[config.mk]
export PLATFORM = sky130hd
export DESIGN_NAME = double_ended_queue_top_flat
export DESIGN_NICKNAME = d
export VERILOG_FILES = /design/src/design/dq_pkg.sv /design/src/design/dq_if.sv /design/src/design/double_ended_queue_top.sv /design/src/design/dq_ram.sv /design/src/design/dq_ptr.sv /design/src/flat_wrapper.sv
export SDC_FILE = /design/constraint.sdc
export NUM_CORES = 1
export LEC_CHECK = 0
export BUFFER_PORTS_ARGS = -buffer_cell sky130_fd_sc_hd__buf_2
export CELL_PAD_IN_SITES_DETAIL_PLACEMENT = 1
export CELL_PAD_IN_SITES_GLOBAL_PLACEMENT = 1
export CORE_MARGIN = 3
export CORE_UTILIZATION = 47
export CTS_CLUSTER_DIAMETER = 100
export DETAILED_ROUTE_END_ITERATION = 8
export PLACE_DENSITY = 0.7
export SYNTH_ARGS = -nofsm -noshare
export SYNTH_HDL_FRONTEND = slang
export SYNTH_SLANG_ARGS = --single-unit
[constraint.sdc]
create_clock -name clk -period 14.9 [get_ports clk]
set_clock_uncertainty 0.05 [all_clocks]
set_input_delay 1.49 -clock clk [delete_from_list [all_inputs] [get_ports clk]]
set_output_delay 1.49 -clock clk [all_outputs]
set_load 0.03 [all_outputs]
[src/design/dq_pkg.sv]
// dq_pkg: shared types and constants for the double-ended queue
// command and status codes, controller states, the pointer unit's update struct
// no dependencies
package dq_pkg;

  localparam int CMD_W    = 3;
  localparam int VALUE_W  = 32;
  localparam int COUNT_W  = 5;
  localparam int STATUS_W = 2;

  typedef enum logic [CMD_W-1:0] {
    CMD_PUSH_FRONT = 3'd0,
    CMD_PUSH_BACK  = 3'd1,
    CMD_POP_FRONT  = 3'd2,
    CMD_POP_BACK   = 3'd3,
    CMD_CLEAR      = 3'd4
  } cmd_t;

  typedef enum logic [STATUS_W-1:0] {
    STAT_OK         = 2'd0,
    STAT_POP_EMPTY  = 2'd1,
    STAT_PUSH_FULL  = 2'd2
  } status_t;

  typedef enum logic [1:0] {
    S_IDLE,
    S_WAIT,
    S_LOAD
  } fsm_t;

  typedef struct packed {
    logic    wr_en;
    status_t status;
  } upd_t;

endpackage

[src/design/dq_if.sv]
// dq_in_if and dq_out_if: valid/ready channels for commands and results
// depends on dq_pkg for field widths
interface dq_in_if;
  logic                                valid;
  logic                                ready;
  logic [dq_pkg::CMD_W-1:0]            cmd;
  logic signed [dq_pkg::VALUE_W-1:0]   push_value;

  modport source (output valid, cmd, push_value, input ready);
  modport sink   (input valid, cmd, push_value, output ready);
endinterface

interface dq_out_if;
  logic                                valid;
  logic                                ready;
  logic signed [dq_pkg::VALUE_W-1:0]   front_value;
  logic signed [dq_pkg::VALUE_W-1:0]   back_value;
  logic [dq_pkg::COUNT_W-1:0]          entry_count;
  logic                                is_empty;
  logic [dq_pkg::STATUS_W-1:0]         status;

  modport source (output valid, front_value, back_value, entry_count, is_empty, status,
                  input ready);
  modport sink   (input valid, front_value, back_value, entry_count, is_empty, status,
                  output ready);
endinterface

[src/design/double_ended_queue_top.sv]
// double_ended_queue_top: bounded deque of signed 32-bit values, one result per command
// depends on dq_pkg, dq_if, dq_ram and dq_ptr
//
// Each command passes in turn through S_IDLE, S_WAIT and S_LOAD; its result is offered
// on out_ch once it is in the output register. The transfer cycle updates the pointers
// and writes the store. The next cycle presents the new front and back slots to the two
// store copies, whose read data is registered. In S_LOAD, once the output register is
// free or is being emptied, that read data is loaded into it. The next command is taken
// as soon as the result has moved into the output register, even if it has not yet been
// taken. The store is held twice so that front and back are read in the same cycle; its
// contents need no clearing after reset.
module double_ended_queue_top #(
  parameter int DEPTH = 16
) (
  input  logic     clk,
  input  logic     rst_n,
  dq_in_if.sink    in_ch,
  dq_out_if.source out_ch
);
  import dq_pkg::*;

  localparam int AW = $clog2(DEPTH);
  localparam int CW = $clog2(DEPTH + 1);

  fsm_t                       state_r;
  fsm_t                       state_nxt;
  logic                       accept;
  logic                       load;
  upd_t                       upd;
  logic [AW-1:0]              waddr;
  logic [AW-1:0]              front_ptr;
  logic [AW-1:0]              back_ptr;
  logic [CW-1:0]              count;
  logic [CW+COUNT_W-1:0]      count_ext;
  logic [VALUE_W-1:0]         front_rd;
  logic [VALUE_W-1:0]         back_rd;
  status_t                    status_r;
  logic                       out_valid_r;
  logic signed [VALUE_W-1:0]  front_value_r;
  logic signed [VALUE_W-1:0]  back_value_r;
  logic [COUNT_W-1:0]         entry_count_r;
  logic                       is_empty_r;
  status_t                    out_status_r;
  logic                       result_empty;

  assign accept = in_ch.valid && in_ch.ready;

  dq_ptr #(.DEPTH(DEPTH)) u_ptr (
    .clk      (clk),
    .rst_n    (rst_n),
    .op_valid (accept),
    .op_cmd   (cmd_t'(in_ch.cmd)),
    .upd      (upd),
    .waddr    (waddr),
    .front_r  (front_ptr),
    .back_r   (back_ptr),
    .count_r  (count)
  );

  // front copy
  dq_ram #(.WIDTH(VALUE_W), .DEPTH(DEPTH)) u_ram_front (
    .clk     (clk),
    .we      (upd.wr_en),
    .waddr   (waddr),
    .wdata   (in_ch.push_value),
    .raddr   (front_ptr),
    .rdata_r (front_rd)
  );

  // back copy
  dq_ram #(.WIDTH(VALUE_W), .DEPTH(DEPTH)) u_ram_back (
    .clk     (clk),
    .we      (upd.wr_en),
    .waddr   (waddr),
    .wdata   (in_ch.push_value),
    .raddr   (back_ptr),
    .rdata_r (back_rd)
  );

  always_comb begin
    state_nxt = state_r;
    case (state_r)
      S_IDLE: begin
        if (in_ch.valid) begin
          state_nxt = S_WAIT;
        end
      end
      S_WAIT: begin
        state_nxt = S_LOAD;
      end
      S_LOAD: begin
        if (!out_valid_r || out_ch.ready) begin
          state_nxt = S_IDLE;
        end
      end
      default: begin
        state_nxt = S_IDLE;
      end
    endcase
  end

  always_comb begin
    in_ch.ready = 1'b0;
    load        = 1'b0;
    case (state_r)
      S_IDLE: begin
        in_ch.ready = 1'b1;
      end
      S_LOAD: begin
        load = !out_valid_r || out_ch.ready;
      end
      default: begin
      end
    endcase
  end

  always_ff @(posedge clk) begin
    if (!rst_n) begin
      state_r <= S_IDLE;
    end else begin
      state_r <= state_nxt;
    end
  end

  always_ff @(posedge clk) begin
    if (accept) begin
      status_r <= upd.status;
    end
  end

  assign result_empty = (count == '0);
  assign count_ext    = {{COUNT_W{1'b0}}, count};

  // output register
  always_ff @(posedge clk) begin
    if (!rst_n) begin
      out_valid_r <= 1'b0;
    end else if (load) begin
      out_valid_r <= 1'b1;
    end else if (out_ch.ready) begin
      out_valid_r <= 1'b0;
    end
  end

  always_ff @(posedge clk) begin
    if (load) begin
      front_value_r <= result_empty ? '0 : front_rd;
      back_value_r  <= result_empty ? '0 : back_rd;
      entry_count_r <= count_ext[COUNT_W-1:0];
      is_empty_r    <= result_empty;
      out_status_r  <= status_r;
    end
  end

  assign out_ch.valid       = out_valid_r;
  assign out_ch.front_value = front_value_r;
  assign out_ch.back_value  = back_value_r;
  assign out_ch.entry_count = entry_count_r;
  assign out_ch.is_empty    = is_empty_r;
  assign out_ch.status      = out_status_r;

endmodule

[src/design/dq_ram.sv]
// dq_ram: generic single-write, single-read synchronous ram with registered read
// no dependencies
module dq_ram #(
  parameter int WIDTH = 32,
  parameter int DEPTH = 16
) (
  input  logic                     clk,
  input  logic                     we,
  input  logic [$clog2(DEPTH)-1:0] waddr,
  input  logic [WIDTH-1:0]         wdata,
  input  logic [$clog2(DEPTH)-1:0] raddr,
  output logic [WIDTH-1:0]         rdata_r
);

  logic [WIDTH-1:0] mem [DEPTH];

  always_ff @(posedge clk) begin
    if (we) begin
      mem[waddr] <= wdata;
    end
    rdata_r <= mem[raddr];
  end

endmodule

[src/design/dq_ptr.sv]
// dq_ptr: front/back pointers and entry count of the circular store
// decides the store write slot and the status of each command; depends on dq_pkg
module dq_ptr #(
  parameter int DEPTH = 16
) (
  input  logic                       clk,
  input  logic                       rst_n,
  input  logic                       op_valid,
  input  dq_pkg::cmd_t               op_cmd,
  output dq_pkg::upd_t               upd,
  output logic [$clog2(DEPTH)-1:0]   waddr,
  output logic [$clog2(DEPTH)-1:0]   front_r,
  output logic [$clog2(DEPTH)-1:0]   back_r,
  output logic [$clog2(DEPTH+1)-1:0] count_r
);
  import dq_pkg::*;

  localparam int AW = $clog2(DEPTH);
  localparam int CW = $clog2(DEPTH + 1);

  logic [AW-1:0] front_nxt;
  logic [AW-1:0] back_nxt;
  logic [CW-1:0] count_nxt;
  logic [AW-1:0] front_dec;
  logic [AW-1:0] back_inc;
  logic [AW-1:0] front_inc;
  logic [AW-1:0] back_dec;
  logic          empty;
  logic          full;

  assign empty     = (count_r == '0);
  assign full      = (count_r == CW'(DEPTH));
  assign front_dec = (front_r == '0) ? AW'(DEPTH - 1) : front_r - AW'(1);
  assign front_inc = (front_r == AW'(DEPTH - 1)) ? '0 : front_r + AW'(1);
  assign back_dec  = (back_r == '0) ? AW'(DEPTH - 1) : back_r - AW'(1);
  assign back_inc  = (back_r == AW'(DEPTH - 1)) ? '0 : back_r + AW'(1);

  always_comb begin
    front_nxt  = front_r;
    back_nxt   = back_r;
    count_nxt  = count_r;
    waddr      = front_r;
    upd.wr_en  = 1'b0;
    upd.status = STAT_OK;
    case (op_cmd)
      CMD_PUSH_FRONT, CMD_PUSH_BACK: begin
        if (full) begin
          upd.status = STAT_PUSH_FULL;
        end else if (empty) begin
          waddr     = front_r;
          back_nxt  = front_r;
          count_nxt = CW'(1);
          upd.wr_en = op_valid;
        end else if (op_cmd == CMD_PUSH_FRONT) begin
          front_nxt = front_dec;
          waddr     = front_dec;
          count_nxt = count_r + CW'(1);
          upd.wr_en = op_valid;
        end else begin
          back_nxt  = back_inc;
          waddr     = back_inc;
          count_nxt = count_r + CW'(1);
          upd.wr_en = op_valid;
        end
      end
      CMD_POP_FRONT, CMD_POP_BACK: begin
        if (empty) begin
          upd.status = STAT_POP_EMPTY;
        end else begin
          if (count_r > CW'(1)) begin
            if (op_cmd == CMD_POP_FRONT) begin
              front_nxt = front_inc;
            end else begin
              back_nxt = back_dec;
            end
          end
          count_nxt = count_r - CW'(1);
        end
      end
      CMD_CLEAR: begin
        front_nxt = '0;
        back_nxt  = '0;
        count_nxt = '0;
      end
      default: begin
      end
    endcase
  end

  always_ff @(posedge clk) begin
    if (!rst_n) begin
      front_r <= '0;
      back_r  <= '0;
      count_r <= '0;
    end else if (op_valid) begin
      front_r <= front_nxt;
      back_r  <= back_nxt;
      count_r <= count_nxt;
    end
  end

endmodule

[src/flat_wrapper.sv]
// flat-port wrapper written by rule: the top's interface ports become plain ports
module double_ended_queue_top_flat import dq_pkg::*;
#(
  parameter int DEPTH = 16
)
  (clk, rst_n, in_ch_valid, in_ch_cmd, in_ch_push_value, in_ch_ready, out_ch_valid, out_ch_front_value, out_ch_back_value, out_ch_entry_count, out_ch_is_empty, out_ch_status, out_ch_ready);
  dq_in_if in_ch_i ();
  dq_out_if out_ch_i ();
  input  logic clk;
  input  logic rst_n;
  input wire logic [$bits(in_ch_i.valid)-1:0] in_ch_valid;
  input wire logic [$bits(in_ch_i.cmd)-1:0] in_ch_cmd;
  input wire logic [$bits(in_ch_i.push_value)-1:0] in_ch_push_value;
  output wire logic [$bits(in_ch_i.ready)-1:0] in_ch_ready;
  output wire logic [$bits(out_ch_i.valid)-1:0] out_ch_valid;
  output wire logic [$bits(out_ch_i.front_value)-1:0] out_ch_front_value;
  output wire logic [$bits(out_ch_i.back_value)-1:0] out_ch_back_value;
  output wire logic [$bits(out_ch_i.entry_count)-1:0] out_ch_entry_count;
  output wire logic [$bits(out_ch_i.is_empty)-1:0] out_ch_is_empty;
  output wire logic [$bits(out_ch_i.status)-1:0] out_ch_status;
  input wire logic [$bits(out_ch_i.ready)-1:0] out_ch_ready;
  assign in_ch_i.valid = in_ch_valid;
  assign in_ch_i.cmd = in_ch_cmd;
  assign in_ch_i.push_value = in_ch_push_value;
  assign in_ch_ready = in_ch_i.ready;
  assign out_ch_valid = out_ch_i.valid;
  assign out_ch_front_value = out_ch_i.front_value;
  assign out_ch_back_value = out_ch_i.back_value;
  assign out_ch_entry_count = out_ch_i.entry_count;
  assign out_ch_is_empty = out_ch_i.is_empty;
  assign out_ch_status = out_ch_i.status;
  assign out_ch_i.ready = out_ch_ready;
  double_ended_queue_top #(.DEPTH(DEPTH)) u_core (.clk(clk), .rst_n(rst_n), .in_ch(in_ch_i), .out_ch(out_ch_i));
endmodule
After elaboration in Yosys (flattened, before gate mapping)
Memory sizes are Yosys's and may differ from the RTL's. A register that Yosys moved wholly into a read port is not among the register bits. Index checks and enable logic that the tools add are counted.

Add/sub/neg operators: 6. Reductions and logical operators: 16. Magnitude comparators: 1. Equal/unequal tests: 19. Multiplexer cells: 40.

Operators with widths (number): 4-bit 2-to-1 mux (20); 4-bit case mux with 3 select lines (2); 2-bit inequality test, second input constant (8); 5-bit 2-to-1 mux (3); 5-bit case mux with 3 select lines (1); 1-bit 2-to-1 mux (9); 4-bit by 1-bit adder with 4-bit output, second input constant (2); 4-bit == test, second input constant (2); 4-bit zero test (2); 8-bit AND reduction (1); 4-bit by 1-bit subtractor with 4-bit output, second input constant (2); 7-bit AND reduction (1); 3-bit by 2-bit == test with 1-bit output, second input constant (2); 2-bit 2-to-1 mux (3); 2-bit case mux with 3 select lines (1); 5-bit by 1-bit adder with 5-bit output, second input constant (1); 5-bit == test, second input constant (1); 5-bit by 1-bit greater-than comparator with 1-bit output, second input constant (1); 5-bit zero test (1); 5-bit by 1-bit subtractor with 5-bit output, second input constant (1); 2-bit case mux with 2 select lines (1); 4-bit AND reduction (1); 2-bit OR reduction (2); 3-bit by 1-bit == test with 1-bit output, second input constant (1); 13 further kinds (13).

Memories: 2. Memory bits (writable): 1024. Bits in registers: 90. Input bits: 39. Output and inout port bits: 74. Word-level logic and storage cells: 95.

Memory list: u_core.u_ram_back.mem (depth 16, width 32, rd ports 1, clocked after Yosys merged registers in 1, write ports 1, RTL line dq_ram.sv:15) `logic [WIDTH-1:0] mem [DEPTH];`; u_core.u_ram_front.mem (depth 16, width 32, rd ports 1, clocked after Yosys merged registers in 1, write ports 1, RTL line dq_ram.sv:15).

Logic depth before layout (Yosys ltp)
Depth after elaboration: 7. Depth in mapped cells: 11. Mapped depth without buffers: 8.

Cells and area by module
A second synthesis with hierarchy kept.

Cell total of the unflattened synthesis: 2017. Area, all modules: 43967.2 um2.

Modules (own cells, without submodules): dq_ram (instances 2, sequential area each 16015.4 um2, area each 19835.3 um2, cells an instance 838); double_ended_queue_top (instances 1, sequential area each 2282.2 um2, area each 2984.1 um2, cells an instance 168); dq_ptr (instances 1, sequential area each 260.2 um2, area each 1312.5 um2, cells an instance 173).

Worst setup path after synthesis
Ideal clock, no wire load.

Path type: input-to-reg. Start point: input in_ch_cmd[0]. End point: memory u_core.u_ram_front.mem[12][0], enable pin. Path slack: 8746 ps. Arrival: 5602 ps. Required time: 14349 ps. Path buffers: 2. Library setup time: 501 ps. Cell stages on the path: 6. Cells stage by stage: clkbuf_1 -> mux2i_1 -> a21oi_1 -> nand2b_1 -> clkbuf_1 -> nor4_1.

Cells in the longest elaborated chain, start to end: 5. Elaborated cells between the ends (all ways): 10. Classes of those cells: eq/ne: 1; mux: 7; reduce/logical: 2.

RTL lines: start: declaration (RTL line flat_wrapper.sv:12) `input wire logic [$bits(in_ch_i.cmd)-1:0] in_ch_cmd;`; 3-bit by 1-bit == test with 1-bit output or 3-bit zero test (tied branches) (RTL line dq_ptr.sv:45, dq_ptr.sv:54); 2-bit OR reduction or 4-bit 2-to-1 mux (tied branches) (RTL line dq_ptr.sv:45, dq_ptr.sv:54); 1-bit 2-to-1 mux or 4-bit 2-to-1 mux (tied branches) (RTL line dq_ptr.sv:45, dq_ptr.sv:49); 1-bit 2-to-1 mux or 4-bit 2-to-1 mux (tied branches) (RTL line dq_ram.sv:18, dq_ptr.sv:47); 1-bit 2-to-1 mux (implied by the code) or 4-bit 2-to-1 mux (tied branches) (RTL line dq_ram.sv:19, dq_ptr.sv:45); end: declaration (RTL line dq_ram.sv:15).

Several ways; a longest one is shown, not always the timed one.

Worst setup path in the final report
Start point: register u_core.u_ptr.back_r[1]. End point: memory u_core.u_ram_front.mem[1][5], enable pin.

Cells in the longest elaborated chain, start to end: 6. Elaborated cells between the ends (all ways): 7. Classes of those cells: add/sub: 1; eq/ne: 1; mux: 5.

RTL lines: start: declaration (RTL line dq_ptr.sv:13) `output logic [$clog2(DEPTH)-1:0] back_r,`; start signal: assignment (RTL line dq_ptr.sv:97) `back_r <= back_nxt;`; 4-bit by 1-bit adder with 4-bit output or 4-bit == test (tied branches) (RTL line dq_ptr.sv:36) `assign back_inc = (back_r == AW'(DEPTH - 1)) ? '0 : back_r + AW'(1);`; 4-bit 2-to-1 mux (*) (RTL line dq_ptr.sv:36); 4-bit 2-to-1 mux (*) (RTL line dq_ptr.sv:54) `end else if (op_cmd == CMD_PUSH_FRONT) begin`; 4-bit 2-to-1 mux (*) (RTL line dq_ptr.sv:49) `end else if (empty) begin`; 4-bit 2-to-1 mux (*) (RTL line dq_ptr.sv:47) `if (full) begin`; 4-bit 2-to-1 mux (*) (RTL line dq_ptr.sv:45) `case (op_cmd)`.

Mark *: on every way between the ends. The rest lies on a longest branch, timed or not.

==> results.env <==
GRT_PASS1_WL_UM=107000
MIN_DELAY_WORST_ENDPOINT='u_core.out_ch.status[1]'
GRT_RESIDUAL_OVERFLOW=0
SYNTH_ENABLE_FLOP_CELLS=586
CLOCK_SINKS=666
MAIN_AREA_CONTRIBUTORS_AFTER_SYNTHESIS='edfxtp_1 61%, mux4_2 23%, dfxtp_1 5.6%'
LAYOUT.NETS=1639
CELL_WITH_THE_MOST_INSTANCES_AFTER_SYNTHESIS='edfxtp_1'
ASYNC_RESET_FF_SHARE_PCT=0
DETAIL_ROUTE.WL_PER_CELL_UM=29.1
NETLIST_INSTANCES=1482
SYNTH_AREA_MM2=0.0287
HOLD_PATH.STARTPOINT='u_core.status_r[1]'
DR_TOTAL_VIAS=15066
PLACE_AREA_MM2=0.0302
ACHIEVABLE-FREQUENCY_MHz=193
NUMPORTBUFFERS=112
FINAL_LAYOUT_SIZE_SUFFIX_GT1_SHARE_PCT=35.5
SETUP-TNS-FINAL_NS=0
YS_WARN_COUNT=0
ROOT_BUFFER_CELL='clkbuf_16'
POST_CTS.RESIZED_INSTANCES=0
POWER.LEAKAGE_nW=10.2
POWER.DENSITY_mW_PER_MM2=132
TIGHTEST_HOLD_MARGIN_NS=0.418
REGISTER_AREA_SHARE_AFTER_SYNTHESIS_PCT=66.8
FIN_UTIL_PCT=54.4
VDD_IR_DROP_MAX_V=0.0000818
HTREEDEPTH=3
STARTPOINT_OF_THE_LOWEST_SLACK_REGISTER_TO_REGISTER_PATH='u_core.u_ptr.back_r[1]'
INITIAL_UTIL_PCT=48.1
N_FILL_CELL=5282
ARRIVAL_NS=5.38
GLOBALPLACE.CONGESTION=0.769
SYNTH_SEQ_CELLS=666
WHS_PATH_DEPTH=0
FIRST_GLOBAL_VIAS=16191
WORST-R2R-CELL-COUNT=9
CTSHOLDBUFFERS=0
SYNTH_AREA_LEADER_CELL='edfxtp_1'
ANTENNA_VIOLATING_NETS_POST_ROUTE=0
DIE-WIDTH_UM=253
NETLIST.AREA_LEADER.SHARE_PCT=61.3
STATUS='finished, final reports clean'
CP_MAX_FO=22
REGTOREGENDPOINT='u_core.u_ram_front.mem[1][5]'
DIE-AREA_MM2=0.0641
ROW_COUNT=89
HOLD_PATH_CLASS='reg -> reg'
REGTOREGSETUPSLACK_NS=9.73
TOTALWIRELENGTH_UM=70500
CLOCK_PIN_SLEW_ON_THE_WORST_SETUP_AND_HOLD_PATHS_NS=0.06
P_TOTAL_mW=4.28
DIODES=0
CORE_AREA_MM2=0.0597
POSTCTSSETUPBUFFERS=0
DRT_DRC=0
ANTENNA_FOUND_INITIAL=3
PERIOD_SHARE_PCT=34.7
DESIGN.PORTCOUNT=113
MULTI_INPUT_AREA_MM2=0.00907
CP.REQUIRED_NS=15.10
DETAILEDPLACEMENTHPWL_UM=41100
FINAL_CELL_AREA_MM2=0.0325
YS.FLOP_TYPE='edfxtp_1'
MAXSLEWVIOLCOUNT=0
CHIPHEIGHT_UM=253
STARTPOINT_TYPE='flop'
WORSTSETUPENDPOINTTYPE='flop'
SYNTH_AREA_PER_CELL_UM2=19.4
DETAIL_ROUTE.ITER0.VIOLATIONS=1410
ROUTE.DETAILED.VIAS_PER_INST=6.22
CTS_TREE='done'
MAXIMUM_NUMBER_OF_PINS_ON_ONE_NET_BEFORE_GLOBAL_ROUTE_REPAIR=96
LAYOUT_MIN_CYCLE_TIME_NS=5.17
DETAILEDROUTE.FIRSTPASSITERATIONCOUNT=4
CLK-INSERTION-DELAY-LATE_NS=0.61
HOLD_VIOL=0
DRV.MAX_CAP_VIOLATION_COUNT=0
SYNTHDISTINCTLIBCELLS=59
CRIT_TYPE='reg -> reg'
CTS.PATH.MAX_BUFFERS=3
RSZ0062_AT_GRT='false'
AREA_GROWTH_PCT=13.1
TRANSITION_TIME_OF_THE_TIGHTEST_SLEW_CHECK_PIN_NS=1.21
SYNTH.TOP_CELLS.BY_COUNT='586 x edfxtp_1, 287 x mux4_2, 98 x and2_1, 80 x dfxtp_1, 76 x nand2_1'
CTS_MADE_BUFFERS=71
WORST_SLEW_MARGIN_REL_PCT=19.3
FINALSETUPVIOLCOUNT=0
POSTSYNTHNETCOUNT=1529
LAYOUT.AREA.SEQ_MM2=0.0192
GRT_USE_TOTAL_PCT=22.7
power breakdown:
group,switching (mW),leakage (nW),internal [mW]
registers,0.0310,5.99,2.09
clock network,0.724,1.14,1.02
logic,0.237,3.06,0.180
logic make-up after synthesis:
kind of cell	synth area share, %
buffers and inverters	1.92
and+or+nand+nor	4.70
muxes	22.8
AOI/OAI and AO/OA	3.30
xor gates and xnor gates	0.122
adders and majority gates	0.348
DFF	66.8
metrics by stage:
step / cells / setup slack, ns
after global routing: 2423 / 9.48
after CTS: 2423 / 9.72
after global placement: 2292 / 9.83
after detailed placement: 2292 / 9.77
after floorplan: 1482 / 8.75
final: 2423 / 9.73
routing by layer:
metal / GRT usage [%] / routed length, µm
met1: 31.5 / 29900
met2: 38.1 / 35600
met3: 3.57 / 3510
met4: 5.65 / 1540
met5: 0 / 0
worst max path at each step:
| stage | start | to | slack (ns) | cells after the start |
|---|---|---|---|---|
| floorplan | in_ch_cmd[0] | u_core.u_ram_front.mem[12][0] | 8.75 | 6 |
| global route | u_core.u_ptr.back_r[1] | u_core.u_ram_front.mem[1][3] | 9.48 | 9 |
| CTS | u_core.u_ptr.back_r[1] | u_core.u_ram_front.mem[1][5] | 9.72 | 9 |
| detailed placement | u_core.u_ptr.back_r[1] | u_core.u_ram_front.mem[3][2] | 9.77 | 9 |
| finish | u_core.u_ptr.back_r[1] | u_core.u_ram_front.mem[1][5] | 9.73 | 9 |
| global placement | u_core.u_ptr.back_r[1] | u_core.u_ram_front.mem[1][8] | 9.83 | 9 |
cells in the final DEF (no fill, tap or decap), drive strengths merged, types with 7 or more instances in the layout:
cell type / instances
clkbuf: 97
nor2: 26
a211oi: 43
buf: 148
o21ai: 8
a21oi: 21
nor3: 16
a31oi: 35
clkinv: 21
nand2: 78
ha: 8
inv: 16
edfxtp: 586
and2: 100
dfxtp: 80
mux4: 287
mux2i: 7
critical path, stage by stage (launching register included):
cell,delay (ns)
dfxtp_4,0.60
clkinv_1,0.87
buf_4,0.54
ha_1,0.34
and2_1,0.19
nor3_1,0.14
o211ai_1,0.28
nand2b_1,0.34
nor3_2,0.91
buf_4,0.54
cell type report:
| type | count | share of cell area (%) |
|---|---|---|
| sequential | 666 | 59.2 |
| multi-input combinational | 692 | 27.9 |
| clock buffer | 97 | 6.18 |
| tap | 773 | 2.98 |
| timing repair buffer | 148 | 2.60 |
| clock inverter | 34 | 0.978 |
| inverter | 13 | 0.166 |
sequential cells by signal, summed over array words and instances, names as in the netlist:
register,flops
u_core.out_ch.back_value,32
u_core.out_ch.entry_count,5
u_core.out_ch.front_value,32
u_core.out_ch.is_empty,1
u_core.out_ch.status,2
u_core.out_ch.valid,1
u_core.state_r,2
u_core.status_r,2
u_core.u_ptr.back_r,4
u_core.u_ptr.count_r,5
u_core.u_ptr.front_r,4
u_core.u_ram_back.rdata_r,32
u_core.u_ram_front.mem,512
u_core.u_ram_front.rdata_r,32
No activity file was read; power rests on OpenSTA's default activity.
